<file path="src/rtl/core/noscu_pkg.sv">
// ----------------------------------------------------------------------------
// Natural order string compare package
// Shared constants, sequencer states and character helpers.
// ----------------------------------------------------------------------------
package noscu_pkg;

  localparam int MAX_LEN_DEFAULT = 256;

  localparam logic [7:0] CHAR_ZERO = 8'h30;
  localparam logic [7:0] CHAR_NINE = 8'h39;

  localparam int NUM_W = 64;
  localparam int ORDER_W = 32;

  typedef enum logic [3:0] {
    ST_IDLE,
    ST_FETCH,
    ST_EVAL,
    ST_LACC,
    ST_LWAIT,
    ST_RACC,
    ST_RWAIT,
    ST_NCMP,
    ST_OUT
  } state_e;

  function automatic logic is_digit(input logic [7:0] c);
    return (c >= CHAR_ZERO) && (c <= CHAR_NINE);
  endfunction

  function automatic logic [3:0] digit_value(input logic [7:0] c);
    logic [7:0] v;
    v = c - CHAR_ZERO;
    return v[3:0];
  endfunction

endpackage

</file>
<file path="src/rtl/core/noscu_ram.sv">
// ----------------------------------------------------------------------------
// Generic single write, single read RAM
// One write port, one read port with registered read data.
// ----------------------------------------------------------------------------
module noscu_ram #(
  parameter int WIDTH = 8,
  parameter int DEPTH = noscu_pkg::MAX_LEN_DEFAULT,
  localparam int AW = (DEPTH > 1) ? $clog2(DEPTH) : 1
) (
  input  logic             clk_i,
  input  logic             we_i,
  input  logic [AW-1:0]    waddr_i,
  input  logic [WIDTH-1:0] wdata_i,
  input  logic [AW-1:0]    raddr_i,
  output logic [WIDTH-1:0] rdata_o
);

  logic [WIDTH-1:0] mem_q [DEPTH];
  logic [WIDTH-1:0] rdata_q;

  always_ff @(posedge clk_i) begin
    if (we_i) begin
      mem_q[waddr_i] <= wdata_i;
    end
    rdata_q <= mem_q[raddr_i];
  end

  assign rdata_o = rdata_q;

endmodule

</file>
<file path="config.mk">
export PLATFORM = sky130hd
export DESIGN_NAME = noscu_ram
export DESIGN_NICKNAME = d
export VERILOG_FILES = /design/src/rtl/core/noscu_pkg.sv /design/src/rtl/core/noscu_ram.sv
export SDC_FILE = /design/constraint.sdc
export NUM_CORES = 2
export LEC_CHECK = 0
export BUFFER_PORTS_ARGS = -buffer_cell sky130_fd_sc_hd__buf_4
export CORE_MARGIN = 2
export CORE_UTILIZATION = 40
export DETAILED_ROUTE_END_ITERATION = 6
export SKIP_LAST_GASP = 1
export SYNTH_ARGS = -nofsm -noshare
export SYNTH_HDL_FRONTEND = slang
export SYNTH_SLANG_ARGS = --single-unit
</file>
<file path="constraint.sdc">
create_clock -name clk_i -period 2.4 [get_ports clk_i]
set_input_delay 0.12 -clock clk_i [delete_from_list [all_inputs] [get_ports clk_i]]
set_output_delay 0.12 -clock clk_i [all_outputs]
set_load 0.005 [all_outputs]
</file>
==> results.cfg <==
[run_status]
outcome = complete, no violations

[setup_path]
crit_path_end_kind = flip-flop
worst-path-max-fanout = 1
startpoint_type = flip-flop
worst-endpoint-required_ns = 3.12
critical_path_type = flip-flop to flip-flop
worst-r2r-cell-count = 8
worstPathArrival_ns = 3.10
timing.reg2reg.setup_slack_ns = 0.02

[clock_tree]
cts.root.buffer_cell = sky130_fd_sc_hd__clkbuf_16
deepest_level_of_the_cts_h_tree = 4
clk_latency_ns = 0.85
cts_buffers = 207
cts_tree = yes
cts_setup_buffers = 0
cts_buffer_depth = 3
clk_transition_reported_paths_ns = 0.06
total_number_of_clock_tree_sinks = 2056

[timing]
slew_viol_final = 0
worst_slew_margin_rel = 0.3498
final.setup.tns_ns = 0
clock-skew-final_ns = 0.03769
grt_setup_unrepaired = yes
maxClockFrequency_mhz = 420.9
timing.final.hold_violations = 0
setup_violations = 0
timing.final.ws_setup_ns = 0.02397
post-route-period-util = 0.9900
period_needed_ns = 2.376
worst_slew_pin_slew_ns = 0.9753

[routing]
detailroute.via_count = 40980
avgRoutedWirePerCell_um = 28.10
drt_drc_violations_left = 0
first_iter_violations = 5057
avgViaCountPerCell = 5.611
drt-total-wl_um = 205200
drt_pre_antenna_iters = 6
final_antenna_net_count = 0

[job]
cap_viol_max_count = 0

[pwr]
cellInternalPower_mw = 59.47
static-leakage-power_nw = 30.82
clock_power_share = 0.419
p_switching_mw = 16.18
power_density_mw_per_mm2 = 794.7
irDropWorstVdd_v = 0.0007921
pwr-share-seq = 0.524
pwr-share-comb = 0.057
netSwitchingFraction = 0.2139
fin_total_pwr_mw = 75.66

[layout]
ratio_of_cells_with_drive_above_1_in_the_final_layout = 0.3319
sequential_standard_cell_area_mm2 = 0.06166
final_net_count = 4517
final_core_util = 0.4823
layout-area-overhead-vs-synth_pct = 19.67
nFillCells = 16210
area_of_the_multi_input_gates_mm2 = 0.01657

[floorplan]
die_area_mm2 = 0.2025
floorplan.rows = 163
core-area_mm2 = 0.1974
io-pin-count = 34
floorplan.initialDensity = 0.4030
dieHeight_um = 450.0
die_width_um = 450.0

[logic_synthesis]
async_reset_ff_frac = 0
synth_area_per_cell_um2 = 21.31
syn-cell-area_mm2 = 0.07956
yosysWarnings = 0
number_of_synthesized_flops_with_an_enable_pin = 2048
yosysSeqAreaShare = 0.7750
syn-num-nets = 3759
yosysUniqueCellTypes = 55
synth_ff_type = sky130_fd_sc_hd__edfxtp_1
postSynthCellCount = 3733
ys_seq_elements = 2056

[global_routing]
grt_overflow = 0
top_usage_layer = met2
grtUsageTotal = 0.2010
grt_start_max_net_pins = 113
antenna_found_initial = 7
vias_in_the_first_global_route = 40760
met1_use_gr = 0.2891
grt_pass1_wl_um = 295000
global_route.usage.met2 = 0.3181
grt_util_met3 = 0.03331

[min_path]
timing.hold.worst_path_depth = 4
worstHoldPathType = primary input to flip-flop

[placed_design]
setup_slack_at_placement_ns = -1.130
detailedPlacementHpwl_um = 135200
numPortBuffers = 33
routabilityCongestion = 0.8657
[flip-flops by register name (all words and copies together), names as in the netlist]
register	count
rdata_o	8
mem_q	2048
[layer usage]
layer | part of all wire | routed length [um]
met5 | 0 | 0
met4 | 0.027 | 5536
met3 | 0.075 | 15340
met2 | 0.48 | 97820
met1 | 0.42 | 86550
[worst max-delay path, cell delays in order (launching register included)]
cell                       delay (ns)
sky130_fd_sc_hd__edfxtp_1        0.35
sky130_fd_sc_hd__mux4_2          0.48
sky130_fd_sc_hd__a22o_1          0.31
sky130_fd_sc_hd__a221oi_2        0.20
sky130_fd_sc_hd__buf_4           0.19
sky130_fd_sc_hd__o32ai_2         0.12
sky130_fd_sc_hd__nor3_1          0.33
sky130_fd_sc_hd__buf_4           0.22
sky130_fd_sc_hd__nor4_2          0.05
[metrics by stage]
step / area, um^2 / cells / hold slack (ns)
finish: 95210 / 7304 / 0.06361
global route: 95210 / 7303 / 0.03423
CTS: 95180 / 7301 / 0.008524
detailed placement: 88330 / 6909 / 0.5387
global placement: 88330 / 6909 / 0.5246
floorplan: 79560 / 3733 / 0.2189
[synthesized netlist by cell type (13+ instances only)]
cell                       instances  area, um^2
sky130_fd_sc_hd__buf_1            22       82.58
sky130_fd_sc_hd__buf_8            13       195.2
sky130_fd_sc_hd__a221oi_1         13       113.9
sky130_fd_sc_hd__clkbuf_1        111       416.7
sky130_fd_sc_hd__buf_6            21       236.5
sky130_fd_sc_hd__mux4_2          454       10220
sky130_fd_sc_hd__o22ai_1          28       175.2
sky130_fd_sc_hd__nor3_1           22       110.1
sky130_fd_sc_hd__nand2_1          33       123.9
sky130_fd_sc_hd__a211oi_1         16       120.1
sky130_fd_sc_hd__nor2b_1          31       193.9
sky130_fd_sc_hd__nor4_1           24       150.1
sky130_fd_sc_hd__buf_4            27       202.7
sky130_fd_sc_hd__nor2_1          282        1059
sky130_fd_sc_hd__mux2i_1         134        1341
sky130_fd_sc_hd__a22oi_1         133       998.5
sky130_fd_sc_hd__buf_2            31       155.2
sky130_fd_sc_hd__o221ai_1         46       402.9
sky130_fd_sc_hd__edfxtp_1       2048       61500
sky130_fd_sc_hd__a21oi_1          96       480.5
sky130_fd_sc_hd__nand3_1          34       170.2
[layout make-up]
| class | instances | share of cell area |
|---|---|---|
| Inverter | 2 | 0.00007885 |
| Sequential cell | 2056 | 0.6476 |
| Timing Repair Buffer | 782 | 0.07370 |
| Clock inverter | 119 | 0.01246 |
| Multi-Input combinational cell | 1442 | 0.1741 |
| Tap cell | 2640 | 0.03469 |
| Antenna cell | 3 | 0.00007885 |
| Clock buffer | 260 | 0.05727 |
[layout by cell type (no fill, tap or decap), drive strengths merged, types with 33 or more instances in the layout]
cell type,count
edfxtp,2048
buf,769
mux4,456
nor2,282
clkbuf,260
mux2i,134
a22oi,133
a21oi,96
clkinv,85
o221ai,47
nand3,34
nand2,33
[kinds of logic (layout without fill, tap and decap cells)]
family | count (synthesis) | in the layout | synth area share
other | 0 | 3 | 0
muxes | 591 | 591 | 0.1462
buffers and inverters | 235 | 1163 | 0.01831
and+or+nand+nor | 466 | 466 | 0.02628
DFF | 2056 | 2056 | 0.7750
AOI/OAI and AO/OA | 385 | 385 | 0.03419
[path summary, 6_finish.rpt]
kind / from / to
min: waddr_i[0] / mem_q[207][2]$_DFFE_PP_
min reg2reg: mem_q[40][3]$_DFFE_PP_ / rdata_o[3]$_DFF_P_
max: mem_q[83][6]$_DFFE_PP_ / rdata_o[6]$_DFF_P_
max reg2reg: mem_q[83][6]$_DFFE_PP_ / rdata_o[6]$_DFF_P_
[what timing repair did]
| item | 4_1_cts | 5_1_grt |
|---|---|---|
| pin swaps | 0 | 3 |
| setup endpoints to repair | 6 | 5 |
| gates resized for setup | 12 | 5 |
| hold endpoints to repair | 1369 | 0 |
| hold buffers | 13 | 0 |
[power groups by stage]
stage                     clock [mW]  combinational [mW]  sequential, mW
after floorplan                    0                1.92            40.4
after global placement             0                4.22            40.4
after detailed placement           0                4.26            40.4
after CTS                       32.2                4.30            39.7
after global routing            33.6                4.51            39.6
final                           31.7                4.29            39.7
No activity file was read; power rests on OpenSTA's default activity.
